$ cat src/rtl/tdpt_pkg.sv
// Package for the trial division prime test: shared types and constants.
package tdpt_pkg;

   localparam int DEFAULT_VALUE_WIDTH = 32;
   localparam int QUEUE_DEPTH         = 4;

   typedef enum logic [1:0] {
      CLASS_COMPOSITE = 2'd0,
      CLASS_PRIME     = 2'd1,
      CLASS_TEST      = 2'd2
   } class_type;

   localparam int CLASS_WIDTH = $bits(class_type);

   typedef struct packed {
      logic full;
      logic empty;
   } queue_status_type;

endpackage

$ cat src/rtl/tdpt_back.sv
// Back end: odd divisor search with a bit-serial remainder unit.
module tdpt_back
   import tdpt_pkg::*;
#(
   parameter int VALUE_WIDTH = DEFAULT_VALUE_WIDTH
) (
   input  logic                   clock,
   input  logic                   reset,
   input  queue_status_type       queue_status,
   input  logic [VALUE_WIDTH-1:0] head_value,
   input  class_type              head_class,
   output logic                   pop,
   output logic                   rsp_valid,
   output logic                   rsp_is_prime
);

   localparam int W     = VALUE_WIDTH;
   localparam int SQ_W  = W + 2;
   localparam int BIT_W = $clog2(W);

   typedef enum logic [3:0] {
      ST_IDLE  = 4'b0001,
      ST_BOUND = 4'b0010,
      ST_DIV   = 4'b0100,
      ST_TEST  = 4'b1000
   } state_type;

   state_type        state_ff, state_in;
   logic [W-1:0]     n_ff, n_in;
   logic [W-1:0]     d_ff, d_in;
   logic [SQ_W-1:0]  sq_ff, sq_in;     // d squared, kept by adds
   logic [W-1:0]     rem_ff, rem_in;
   logic [BIT_W-1:0] bit_ff, bit_in;
   logic             valid_ff, valid_in;
   logic             prime_ff, prime_in;

   logic [W:0]       rem_shift;
   logic [W:0]       d_ext;

   assign rem_shift = {rem_ff, n_ff[bit_ff]};
   assign d_ext     = {1'b0, d_ff};

   assign pop          = (state_ff == ST_IDLE) && !queue_status.empty;
   assign rsp_valid    = valid_ff;
   assign rsp_is_prime = prime_ff;

   always_comb begin
      state_in = state_ff;
      n_in     = n_ff;
      d_in     = d_ff;
      sq_in    = sq_ff;
      rem_in   = rem_ff;
      bit_in   = bit_ff;
      valid_in = 1'b0;
      prime_in = prime_ff;
      case (state_ff)
         ST_IDLE: begin
            if (!queue_status.empty) begin
               case (head_class)
                  CLASS_PRIME: begin
                     valid_in = 1'b1;
                     prime_in = 1'b1;
                  end
                  CLASS_TEST: begin
                     n_in     = head_value;
                     d_in     = W'(3);
                     sq_in    = SQ_W'(9);
                     state_in = ST_BOUND;
                  end
                  default: begin
                     valid_in = 1'b1;
                     prime_in = 1'b0;
                  end
               endcase
            end
         end
         ST_BOUND: begin
            // past the square root with no divisor found: prime
            if (sq_ff > {2'b00, n_ff}) begin
               valid_in = 1'b1;
               prime_in = 1'b1;
               state_in = ST_IDLE;
            end else begin
               rem_in   = '0;
               bit_in   = BIT_W'(W - 1);
               state_in = ST_DIV;
            end
         end
         ST_DIV: begin
            // restoring remainder, one dividend bit per cycle, MSB first
            if (rem_shift >= d_ext) begin
               rem_in = W'(rem_shift - d_ext);
            end else begin
               rem_in = W'(rem_shift);
            end
            if (bit_ff == '0) begin
               state_in = ST_TEST;
            end else begin
               bit_in = bit_ff - BIT_W'(1);
            end
         end
         ST_TEST: begin
            if (rem_ff == '0) begin
               valid_in = 1'b1;
               prime_in = 1'b0;
               state_in = ST_IDLE;
            end else begin
               // (d+2)^2 = d^2 + 4d + 4
               d_in     = d_ff + W'(2);
               sq_in    = sq_ff + {d_ff, 2'b00} + SQ_W'(4);
               state_in = ST_BOUND;
            end
         end
         default: begin
            state_in = ST_IDLE;
         end
      endcase
   end

   always_ff @(posedge clock) begin
      if (reset) begin
         state_ff <= ST_IDLE;
         valid_ff <= 1'b0;
      end else begin
         state_ff <= state_in;
         valid_ff <= valid_in;
      end
   end

   always_ff @(posedge clock) begin
      n_ff     <= n_in;
      d_ff     <= d_in;
      sq_ff    <= sq_in;
      rem_ff   <= rem_in;
      bit_ff   <= bit_in;
      prime_ff <= prime_in;
   end

endmodule

$ cat config.mk
export PLATFORM = sky130hd
export DESIGN_NAME = tdpt_back
export DESIGN_NICKNAME = d
export VERILOG_FILES = /design/src/rtl/tdpt_pkg.sv /design/src/rtl/tdpt_back.sv
export SDC_FILE = /design/constraint.sdc
export NUM_CORES = 1
export LEC_CHECK = 0
export ABC_AREA = 1
export BUFFER_PORTS_ARGS = -buffer_cell sky130_fd_sc_hd__buf_2
export CORE_ASPECT_RATIO = 1.1
export CORE_UTILIZATION = 60
export CTS_BUF_LIST = sky130_fd_sc_hd__clkbuf_4
export DETAILED_ROUTE_END_ITERATION = 7
export GPL_ROUTABILITY_DRIVEN = 0
export PLACE_DENSITY = 0.78
export REMOVE_ABC_BUFFERS = 1
export SLEW_MARGIN = 10
export SYNTH_ARGS = -nofsm -noshare
export SYNTH_HDL_FRONTEND = slang
export SYNTH_SLANG_ARGS = --single-unit
$ cat constraint.sdc
create_clock -name clock -period 5.4 [get_ports clock]
set_input_delay 0.54 -clock clock [delete_from_list [all_inputs] [get_ports clock]]
set_output_delay 0.54 -clock clock [all_outputs]
set_load 0.01 [all_outputs]
==> results of run 1 <==
[metal layers]
layer	vias to the layer above	part of all wire, %	global-route usage [%]
li1	4648	-	-
met1	4327	44	36.5
met2	320	47	47.5
met3	56	6.2	5.51
met4	0	2.9	13.4
met5	-	0	0
[stage by stage]
| stage | util (%) | hold slack (ps) | setup TNS [ps] |
|---|---|---|---|
| after floorplan | - | 570 | -67700 |
| after global placement | 64.5 | 636 | 0 |
| after detailed placement | 64.5 | 641 | 0 |
| after CTS | 66.2 | 110 | 0 |
| after global routing | 66.2 | 94.6 | 0 |
| final | 66.2 | 158 | 0 |
[worst reg2reg max path, cell delays in order, from the launching register on]
cell,delay [ps]
edfxtp_1,810
inv_4,210
nand2_1,100
nand3_1,80
nand3_1,90
nand2_1,50
nor2_1,90
nand2_1,180
nand2_2,150
inv_2,90
fa_1,420
nand2_1,90
nand2_1,70
nand2_1,70
nand2_1,90
a21oi_1,290
o21ai_0,230
nand2_1,100
nand2_1,80
a21oi_1,200
xor2_1,180
a21oi_1,80
[cell usage in the layout, fill, tap and decap left out, types with 13 or more instances in the layout]
cell and count:
a21oi_1 149, buf_2 39, clkbuf_4 22, edfxtp_1 132, ha_1 122, inv_1 166
nand2_1 221, nand3_1 65, nand4_1 19, nor2_1 138, nor3_1 24, nor4_1 15
o21a_1 13, o21ai_0 89, xnor2_1 19
[how the worst max path moves through the flow]
stage / from / to / slack, ps / cells past startpoint
2_1_floorplan: state_ff[0]$_SDFFE_PP1P_ / d_ff[10]$_SDFFCE_PN0P_ / -1090 / 7
3_5_place_dp: bit_ff[0]$_SDFFCE_PN1P_ / rem_ff[24]$_SDFFCE_PN0P_ / 1450 / 21
5_1_grt: bit_ff[0]$_SDFFCE_PN1P_ / rem_ff[22]$_SDFFCE_PN0P_ / 1100 / 24
6_report: bit_ff[0]$_SDFFCE_PN1P_ / rem_ff[24]$_SDFFCE_PN0P_ / 1410 / 21
4_1_cts: bit_ff[0]$_SDFFCE_PN1P_ / rem_ff[24]$_SDFFCE_PN0P_ / 1440 / 21
3_3_place_gp: bit_ff[0]$_SDFFCE_PN1P_ / rem_ff[24]$_SDFFCE_PN0P_ / 1510 / 21
[cell families (layout without fill, tap and decap cells)]
family / count (synthesis) / after routing / share of synthesized area, %
AND/OR/NAND/NOR: 519 / 519 / 21.8
XOR/XNOR: 31 / 31 / 2.55
adder cells (fa/ha/maj): 124 / 124 / 14.7
AO/OA/AOI/OAI: 305 / 305 / 15.7
flip-flops: 137 / 137 / 38.1
other: 0 / 2 / 0
buffers and inverters: 190 / 247 / 7.20
[final cells by class]
type / instances / area [um2]
Multi-Input combinational cell: 979 / 5850
Inverter: 171 / 644
Tap cell: 234 / 293
Sequential cell: 137 / 4060
Fill cell: 1449 / 5810
Timing Repair Buffer: 44 / 245
Antenna cell: 2 / 5.00
Clock buffer: 22 / 165
Clock inverter: 10 / 131
[flip-flops by register name, summed over array words and instances (netlist names)]
signal,cells
sq_ff,31
rsp_valid,1
d_ff,31
n_ff,32
bit_ff,5
rsp_is_prime,1
rem_ff,32
state_ff,4
[power groups by stage]
stage                     sequential [mW]  clock (mW)  combinational [mW]
after global placement               1.50           0                1.84
after floorplan                      1.46           0                1.46
after CTS                            1.48       0.727                1.91
after detailed placement             1.50           0                1.88
after global routing                 1.50       0.767                2.18
final                                1.48       0.716                1.93
[cells in the mapped netlist, types with 2 or more instances]
cell,count,area (um2)
nand2_2,12,75.1
a21oi_1,149,746
nor2_1,140,526
nand4_1,19,119
o2111ai_1,2,17.5
nand2_1,221,830
a2111oi_0,2,17.5
dfxtp_1,5,100
o21ai_1,11,55.1
buf_6,6,67.6
inv_1,166,623
buf_2,3,15.0
a21o_1,7,52.6
nor4_1,15,93.8
o21a_1,13,97.6
nor3_1,25,125
a211oi_1,2,15.0
xor2_1,12,105
clkbuf_1,8,30.0
a21boi_0,4,30.0
edfxtp_1,132,3960
a221oi_1,4,35.0
inv_2,4,15.0
o31ai_1,2,15.0
nand3_1,65,325
o21ai_0,89,445
o211ai_1,5,37.5
nor3b_1,4,30.0
xnor2_1,19,166
fa_1,2,40.0
o21bai_1,3,22.5
nor2_2,3,18.8
nor3_2,2,20.0
a31oi_1,7,43.8
and3_1,2,12.5
nor3_4,2,32.5
ha_1,122,1530
nand3_2,2,20.0
==> results.toml, run 1 <==
[status]
outcome = "finished clean"

[sta]
final.setup_skew_ps = 33.6
relSlewSlack_pct = 33.8
drv_slew = 0
worstMarginPinSlew_ps = 992
setup_ws_ps = 1410
rsz0062_at_grt = "no"
period_share_pct = 73.9
fmax_mhz = 251
hold_viol = 0
finalWorstPathRequiredPeriod_ps = 3990
setup_viol = 0

[floorplan]
die_h_um = 142
num_rows = 50
start_util_pct = 62.0
dieArea_mm2 = 0.0183
core_area_mm2 = 0.0172
die_w_um = 129
io-pin-count = 41

[worst_setup_path]
cp.required_ps = 5690
crit_family = "simple AND/OR/NAND/NOR gates"
critPathKind = "reg2reg"
start_kind = "flop"
slowest_stage = "edfxtp_1"
crit_arrival_ps = 4280
rrSetupSlack_ps = 1410
worst-r2r-cell-count = 21
crit_chain = "inv_4, nand2_1, nand3_1, nand3_1, nand2_1, nor2_1, nand2_1, nand2_2, inv_2, fa_1, nand2_1, nand2_1, nand2_1, nand2_1, a21oi_1, o21ai_0, nand2_1, nand2_1, a21oi_1, xor2_1, a21oi_1"
path_common_cell = "nand2_1"
cp_slowest_stage_delay_ps = 810
r2r_start = "bit_ff[0]$_SDFFCE_PN1P_"
critical_path.max_fanout = 19
worst_setup_path_end_kind = "flop"
path_buf_inv = 2
timing.rr.end = "rem_ff[24]$_SDFFCE_PN0P_"

[drt]
drtAntennaViolNets = 0
drc = 0
drt-initial-drc-count = 623
drt-total-wl_um = 25500
wl_per_cell_um = 15.9
via_per_inst = 5.85
drt_pass1_iterations = 5
via_count = 9351

[global_route]
antenna_found_initial = 1
grt.overflow.total = 0
grt_usage_pct = 28.9
grt_pass1_wl_um = 41000
grt_pass1_vias = 8856
grt_max_degree = 62

[power]
p_switching_mw = 1.76
combPwrFrac_pct = 46.8
cellLeakagePower_nw = 4.82
intPower_mw = 2.37
power_mw = 4.13
vdd_drop_max_uv = 165
switching_share_pct = 42.7
power.density_mw_per_mm2 = 362
power_frac_clock_pct = 17.3
seqPwrFrac_pct = 35.9

[clock_tree]
clkSinkCount = 137
cts_tree = "built"
htree_levels = 4
path_clk_slew_ps = 120
root_buffer = "clkbuf_4"
cts_buffer_depth = 2
ctsResizeCount = 0
cts_buffers = 17
ctsHoldBuffers = 0
cts_setup_buffers = 0
clock_latency_ps = 550

[min_path]
min_from = "head_value[9]"
hold_path.class = "in2reg"
min_path_cells = 1
hold_end = "n_ff[9]$_DFFE_PP_"

[finish]
syn_to_final_growth_pct = 6.85
nets = 1512
layout.cells.non_filler = 1599
postLayoutCellArea_mm2 = 0.0114
drive_gt1_share_pct = 8.36

[yosys]
ys_seq_elements = 137
synth_seq_area_share_pct = 38.1
synthArstFlopShare_pct = 0
synth_edf_count = 132
synth-main-ff-cell = "edfxtp_1"
avgSynthCellArea_um2 = 8.16
ys_warn_count = 0
synth_cells = 1306
syn-cell-area_mm2 = 0.0107
ys_types = 53

[placement]
place_area_mm2 = 0.0111
post-dp-hpwl_um = 19900
portBuffers = 39
place_ws_ps = 1450
dp.cells = 1565

[flow_run]
maxCapViolCount = 0
(Power assumes the default switching activity.)
==> inputs of run 2 (changes only) <==
- ABC_AREA: 1 -> 0
- CORE_UTILIZATION: 60 -> 59
- PLACE_DENSITY: 0.78 -> 0.8
- clock period: 5.4 -> 3.4 ns (I/O delays scaled with it)
==> run 2 against run 1 <==
  * Critical path depth down 4
  * Worst setup slack worse by 1900 ps
  * Final cell count down 7.0%
  * Clock skew up 0.99 ps
  * Via count up 0.29%
  * The run now ends with negative setup slack left
  * Hold slack better by 45 ps
  * Highest routed layer unchanged
  * Synthesized cell count down 21%
  * Fmax up 3.3%
  * Total power up 1.8%
  * First-iteration DRC count up 46%
  * Non-clock buffer count up 169
  * Clock power up 55%
==> results.toml, run 2 <==
[yosys]
syn-cell-area_mm2 = 0.0104
yosysTopAreaCell = "edfxtp_1"
synth_seq_area_share_pct = 39.1
synthArstFlopShare_pct = 0
ys_types = 73
synth_common_cells = "edfxtp_1, ha_1, nor2_1, inv_1, a21oi_1"
synth_cells = 1036
ys_warn_count = 0
synth_top_area_share_pct = 38.1
ys_seq_elements = 137
synth_most_common_cell = "edfxtp_1"
synth_area_leaders = "edfxtp_1, ha_1, xnor2_1, nor2_1, a21o_1"
synth_edf_count = 132
avgSynthCellArea_um2 = 10.0
synth-main-ff-cell = "edfxtp_1"

[clock_tree]
clkSinkCount = 137
htree_levels = 4
cts_tree = "built"
path_clk_slew_ps = 150
clock_latency_ps = 610
cts_buffers = 17
root_buffer = "clkbuf_4"
cts_buffer_depth = 2

[flow_run]
maxCapViolCount = 0

[finish]
final_common_cell = "edfxtp_1"
layout.cells.non_filler = 1487
syn_to_final_growth_pct = 23.9
nets = 1402
utilization_pct = 75.2
ff_latch_area_mm2 = 0.00406
drive_gt1_share_pct = 23.3
layout_common_cells = "edfxtp_1, buf_4, ha_1, nor2_1, inv_1"
fillers = 1114
top_regs = "n_ff (32), rem_ff (32)"
antenna_cells = 0
multiInputGateArea_mm2 = 0.00625

[global_route]
antenna_found_initial = 0
grt_max_degree = 63
grt_usage_pct = 32.0
grt_pass1_wl_um = 44900
grt.overflow.total = 0
grt_pass1_vias = 9158

[drt]
drt-total-wl_um = 29700
drt_pass1_iterations = 5
route.met2.wl_um = 14700
wl_met1_um = 11200
via_count = 9378
drt-initial-drc-count = 908
wl_per_cell_um = 19.9
via_per_inst = 6.31
dr_wl_met3_um = 2140
highest_layer = "met4"
drtAntennaViolNets = 0
drc = 0

[sta]
fmax_mhz = 259
setup_viol = 68
finalWorstPathRequiredPeriod_ps = 3860
relSlewSlack_pct = 49.0
hold_viol = 0
final.setup_skew_ps = 34.6
setup_ws_ps = -465
timing.setup.tns_ps = -6510
period_share_pct = 114
drv_slew = 0
rsz0062_at_grt = "yes"
worstMarginPinSlew_ps = 758

[worst_setup_path]
crit_arrival_ps = 4200
start_kind = "flop"
cp_slowest_stage_delay_ps = 500
worst_setup_path_end_kind = "flop"
cp.required_ps = 3740
slowest_stage = "mux4_2"
critPathKind = "reg2reg"
path_buf_inv = 2
crit_family = "simple AND/OR/NAND/NOR gates"
crit_chain = "buf_6, mux4_2, nand3b_1, nand4_4, nand2_4, inv_4, fa_2, a21o_1, a211oi_2, o21ai_2, nand3_2, a31oi_4, or3b_4, a311oi_2, xor2_1, mux2i_1, nor2_1"
critical_path.max_fanout = 4

[status]
violations = "negative setup slack"
outcome = "complete, but fails checks"

[power]
cellLeakagePower_nw = 5.53
vdd_drop_max_uv = 211
p_switching_mw = 1.44
seqPwrFrac_pct = 47.2
switching_share_pct = 34.2
power_frac_clock_pct = 26.5
power_mw = 4.20
combPwrFrac_pct = 26.3
intPower_mw = 2.77
power.density_mw_per_mm2 = 326

[placement]
post-dp-hpwl_um = 18600
portBuffers = 39
dp.cells = 1393
place_ws_ps = -643

[floorplan]
die_h_um = 141
die_w_um = 129
core_area_mm2 = 0.0171
dieArea_mm2 = 0.0182
num_rows = 50
io-pin-count = 41
start_util_pct = 60.7

[min_path]
hold_path.class = "in2reg"
run 2: changes by cell type after synthesis, moves of 39 or more:
cell,change
a21o_1,+40
a21oi_1,-85
inv_1,-94
nand2_1,-167
nand3_1,-40
o21ai_0,-77
xnor2_1,+39
run 2: layout make-up:
type | count | share of cell area, %
sequential | 137 | 31.5
timing repair buffer | 213 | 13.2
clock buffer | 17 | 0.990
tap | 234 | 2.27
inverter | 77 | 2.26
multi-input combinational | 794 | 48.5
clock inverter | 15 | 1.21
run 2: path summary, 6_finish.rpt:
kind / cells after the start / start / slack (ps) / endpoint
max: 17 / bit_ff[0]$_SDFFCE_PN1P_ / -460 / rem_ff[28]$_SDFFCE_PN0P_
min: 4 / head_class[1] / 200 / rsp_is_prime$_DFFE_PP_
max reg2reg: 17 / bit_ff[0]$_SDFFCE_PN1P_ / -460 / rem_ff[28]$_SDFFCE_PN0P_
min reg2reg: 2 / state_ff[1]$_SDFFE_PP0P_ / 650 / state_ff[0]$_SDFFE_PP1P_
run 2: repair_timing:
action	4_1_cts	5_1_grt
setup endpoints to repair	72	74
gates cloned	2	1
buffers inserted	12	17
resized for setup	39	41
hold endpoints to repair	34	0
pin swaps	26	25
hold buffers	33	0
run 2: stage by stage:
| stage | cell area, um2 | hold WS, ps |
|---|---|---|
| finish | 12900 | 204 |
| CTS | 12500 | 170 |
| global route | 12900 | 215 |
| global placement | 11600 | 517 |
| detailed placement | 11600 | 518 |
| floorplan | 10200 | 412 |
run 2: layer usage:
metal	global-route usage, %	vias to the layer above
met2	55.3	510
met4	18.2	0
met5	0	-
met3	6.00	153
li1	-	4244
met1	37.1	4471
run 2: worst reg2reg max path: stages (launching register included):
cell and delay [ps]:
edfxtp_1 410, buf_6 150, mux4_2 500, nand3b_1 190, nand4_4 190, nand2_4 150, inv_4 40, fa_2 330
a21o_1 210, a211oi_2 300, o21ai_2 110, nand3_2 120, a31oi_4 120, or3b_4 290, a311oi_2 110, xor2_1 190
mux2i_1 140, nor2_1 50
run 2: cells by family after synthesis:
logic type,after synthesis,synth area share [%]
adder cells (fa/ha/maj),124,15.1
XOR/XNOR,81,6.82
multiplexers,40,4.80
AND/OR/NAND/NOR,327,15.3
AO/OA/AOI/OAI,222,14.6
buffers and inverters,105,4.33
flip-flops,137,39.1
run 2: power groups by stage:
stage	registers, mW	logic (mW)	clock network, mW
6_report	1.98	1.11	1.11
5_1_grt	1.99	1.19	1.18
4_1_cts	1.98	0.987	1.11
3_5_place_dp	2.02	0.918	0
3_3_place_gp	2.01	0.895	0
2_1_floorplan	2.01	0.632	0
==> inputs of run 3 (changes only) <==
- CORE_UTILIZATION: 59 -> 35
- PLACE_DENSITY: 0.8 -> not set
- REMOVE_ABC_BUFFERS: 1 -> not set
==> run 3 against run 2 <==
  * The run ends with design-rule violations, negative setup slack left
  * Sequential share of layout area shrank 0.34 points
  * Core utilization is 30 points lower
  * Critical path depth did not move
  * Total power increased by 0.28%
  * Final cell count up 8.2%
  * Final area up 1.1%
  * Hold slack worse by 28 ps
  * Routed wire length fell by 11%
  * Flip-flop and latch count unchanged
  * Critical endpoint is now rem_ff[24]$_SDFFCE_PN0P_
==> results.toml, run 3 (synthesis gave the netlist of run 2 again) <==
[placement]
post-dp-hpwl_um = 19400
portBuffers = 39
dp.cells = 1521
place_ws_ps = -455

[clock_tree]
root_buffer = "clkbuf_4"
cts_tree = "built"
clock_latency_ps = 590
clkSinkCount = 137
htree_levels = 4
cts_buffer_depth = 2
cts_buffers = 17
path_clk_slew_ps = 150

[sta]
final.setup_skew_ps = 17.4
finalWorstPathRequiredPeriod_ps = 3740
worstMarginPinSlew_ps = 546
hold_viol = 0
fmax_mhz = 268
period_share_pct = 110
setup_viol = 32
relSlewSlack_pct = 63.3
drv_slew = 0
setup_ws_ps = -336
rsz0062_at_grt = "yes"

[floorplan]
num_rows = 65
io-pin-count = 41
dieArea_mm2 = 0.0304
die_w_um = 166
die_h_um = 183
core_area_mm2 = 0.0290
start_util_pct = 35.9

[drt]
drt-initial-drc-count = 541
wl_per_cell_um = 16.5
drtAntennaViolNets = 0
dr_wl_met3_um = 834
wl_met1_um = 12000
via_count = 8502
route.met2.wl_um = 13100
highest_layer = "met4"
drt-total-wl_um = 26500
drt_pass1_iterations = 8
via_per_inst = 5.28
drc = 2

[worst_setup_path]
critPathKind = "reg2reg"
worst-r2r-cell-count = 17
crit_arrival_ps = 4080
start_kind = "flop"
cp.required_ps = 3740
timing.rr.end = "rem_ff[24]$_SDFFCE_PN0P_"
rrSetupSlack_ps = -340
worst_setup_path_end_kind = "flop"
critical_path.max_fanout = 5
r2r_start = "bit_ff[0]$_SDFFCE_PN1P_"

[power]
combPwrFrac_pct = 24.9
cellLeakagePower_nw = 5.50
power.density_mw_per_mm2 = 324
switching_share_pct = 32.7
vdd_drop_max_uv = 159
p_switching_mw = 1.38
seqPwrFrac_pct = 47.0
intPower_mw = 2.84
power_frac_clock_pct = 28.1

[status]
outcome = "complete, but fails checks"
violations = "design-rule violations, negative setup slack"

[global_route]
grt.overflow.total = 0
antenna_found_initial = 1
grt_max_degree = 46
grt_pass1_vias = 8394
grt_pass1_wl_um = 42400
grt_usage_pct = 17.7

[yosys]
syn_nets = 1198

[finish]
layout.cells.non_filler = 1609
drive_gt1_share_pct = 22.7
syn_to_final_growth_pct = 25.2
utilization_pct = 45.0
top_regs = "n_ff (32), rem_ff (32)"
nets = 1389
layout_common_cells = "edfxtp_1, nor2_1, ha_1, buf_4, inv_1"
final_common_cell = "edfxtp_1"

[flow_run]
maxCapViolCount = 0

[min_path]
min_from = "head_class[1]"
hold_end = "rsp_is_prime$_DFFE_PP_"
hold_path.class = "in2reg"
min_path_cells = 4
==> run 3: cell count changes in the layout (fill, tap and decap cells not counted), sizes merged <==
cell,change
clkbuf,-1
clkinvlp,-1
inv,+4
bufinv,+1
diode,+1
clkinv,-4
buf,-12
==> run 3: worst max-delay path by stage <==
stage / slack [ps] / endpoint / depth (start not counted) / from
after floorplan: -70 / rem_ff[24]$_SDFFCE_PN0P_ / 17 / bit_ff[0]$_SDFFCE_PN1P_
after global placement: -420 / rem_ff[24]$_SDFFCE_PN0P_ / 17 / bit_ff[0]$_SDFFCE_PN1P_
after detailed placement: -460 / rem_ff[24]$_SDFFCE_PN0P_ / 17 / bit_ff[0]$_SDFFCE_PN1P_
after CTS: -330 / rem_ff[24]$_SDFFCE_PN0P_ / 17 / bit_ff[0]$_SDFFCE_PN1P_
after global routing: -460 / rem_ff[24]$_SDFFCE_PN0P_ / 17 / bit_ff[0]$_SDFFCE_PN1P_
final: -340 / rem_ff[24]$_SDFFCE_PN0P_ / 17 / bit_ff[0]$_SDFFCE_PN1P_
==> run 3: final cells by class <==
type / count / area [um2]
Timing Repair Buffer: 200 / 1650
Clock buffer: 17 / 128
Fill cell: 2746 / 15900
Antenna cell: 1 / 2.50
Sequential cell: 137 / 4060
Multi-Input combinational cell: 794 / 6250
Inverter: 77 / 289
Clock inverter: 15 / 171
Tap cell: 368 / 460
==> run 3: repair_timing <==
action	4_1_cts	5_1_grt
setup endpoints to repair	38	83
hold endpoints to repair	34	0
pin swaps	23	28
buffers inserted	8	11
hold buffers	33	0
cloned	4	0
resized for setup	40	34
==> run 3: per-layer routing <==
metal / track usage [%] / up-vias
met5: 0 / -
met4: 6.30 / 0
met3: 2.96 / 41
met2: 30.6 / 133
met1: 22.3 / 4102
li1: - / 4226
==> run 3: worst max-delay path: stages, from the launching register on <==
cell       delay [ps]
edfxtp_1          510
buf_6             170
mux4_2            500
nand3b_1          140
nand4_4           130
nand2_4           120
inv_2              50
fa_2              330
a21o_1            190
a211oi_2          240
o21ai_2           100
nand3_2           120
a31oi_4           120
a2111oi_2         320
nor3_1            100
xor2_1            160
mux2i_1           150
nor2_1             50
==> run 3: power groups by stage <==
stage | clock network [mW] | registers [mW] | logic [mW]
2_1_floorplan | 0 | 2.00 | 0.658
3_3_place_gp | 0 | 2.02 | 0.920
3_5_place_dp | 0 | 2.02 | 0.931
4_1_cts | 1.22 | 1.98 | 0.996
5_1_grt | 1.28 | 1.99 | 1.17
6_report | 1.18 | 1.98 | 1.05
==> run 3: metrics by stage <==
stage | hold WS (ps) | power [mW] | TNS, ps | area, um2
2_1_floorplan | 412 | 2.65 | -109 | 10400
3_3_place_gp | 517 | 2.94 | -2890 | 11800
3_5_place_dp | 519 | 2.95 | -4840 | 11800
4_1_cts | 132 | 4.19 | -5470 | 12800
5_1_grt | 155 | 4.43 | -13300 | 13000
6_report | 175 | 4.22 | -7150 | 13000
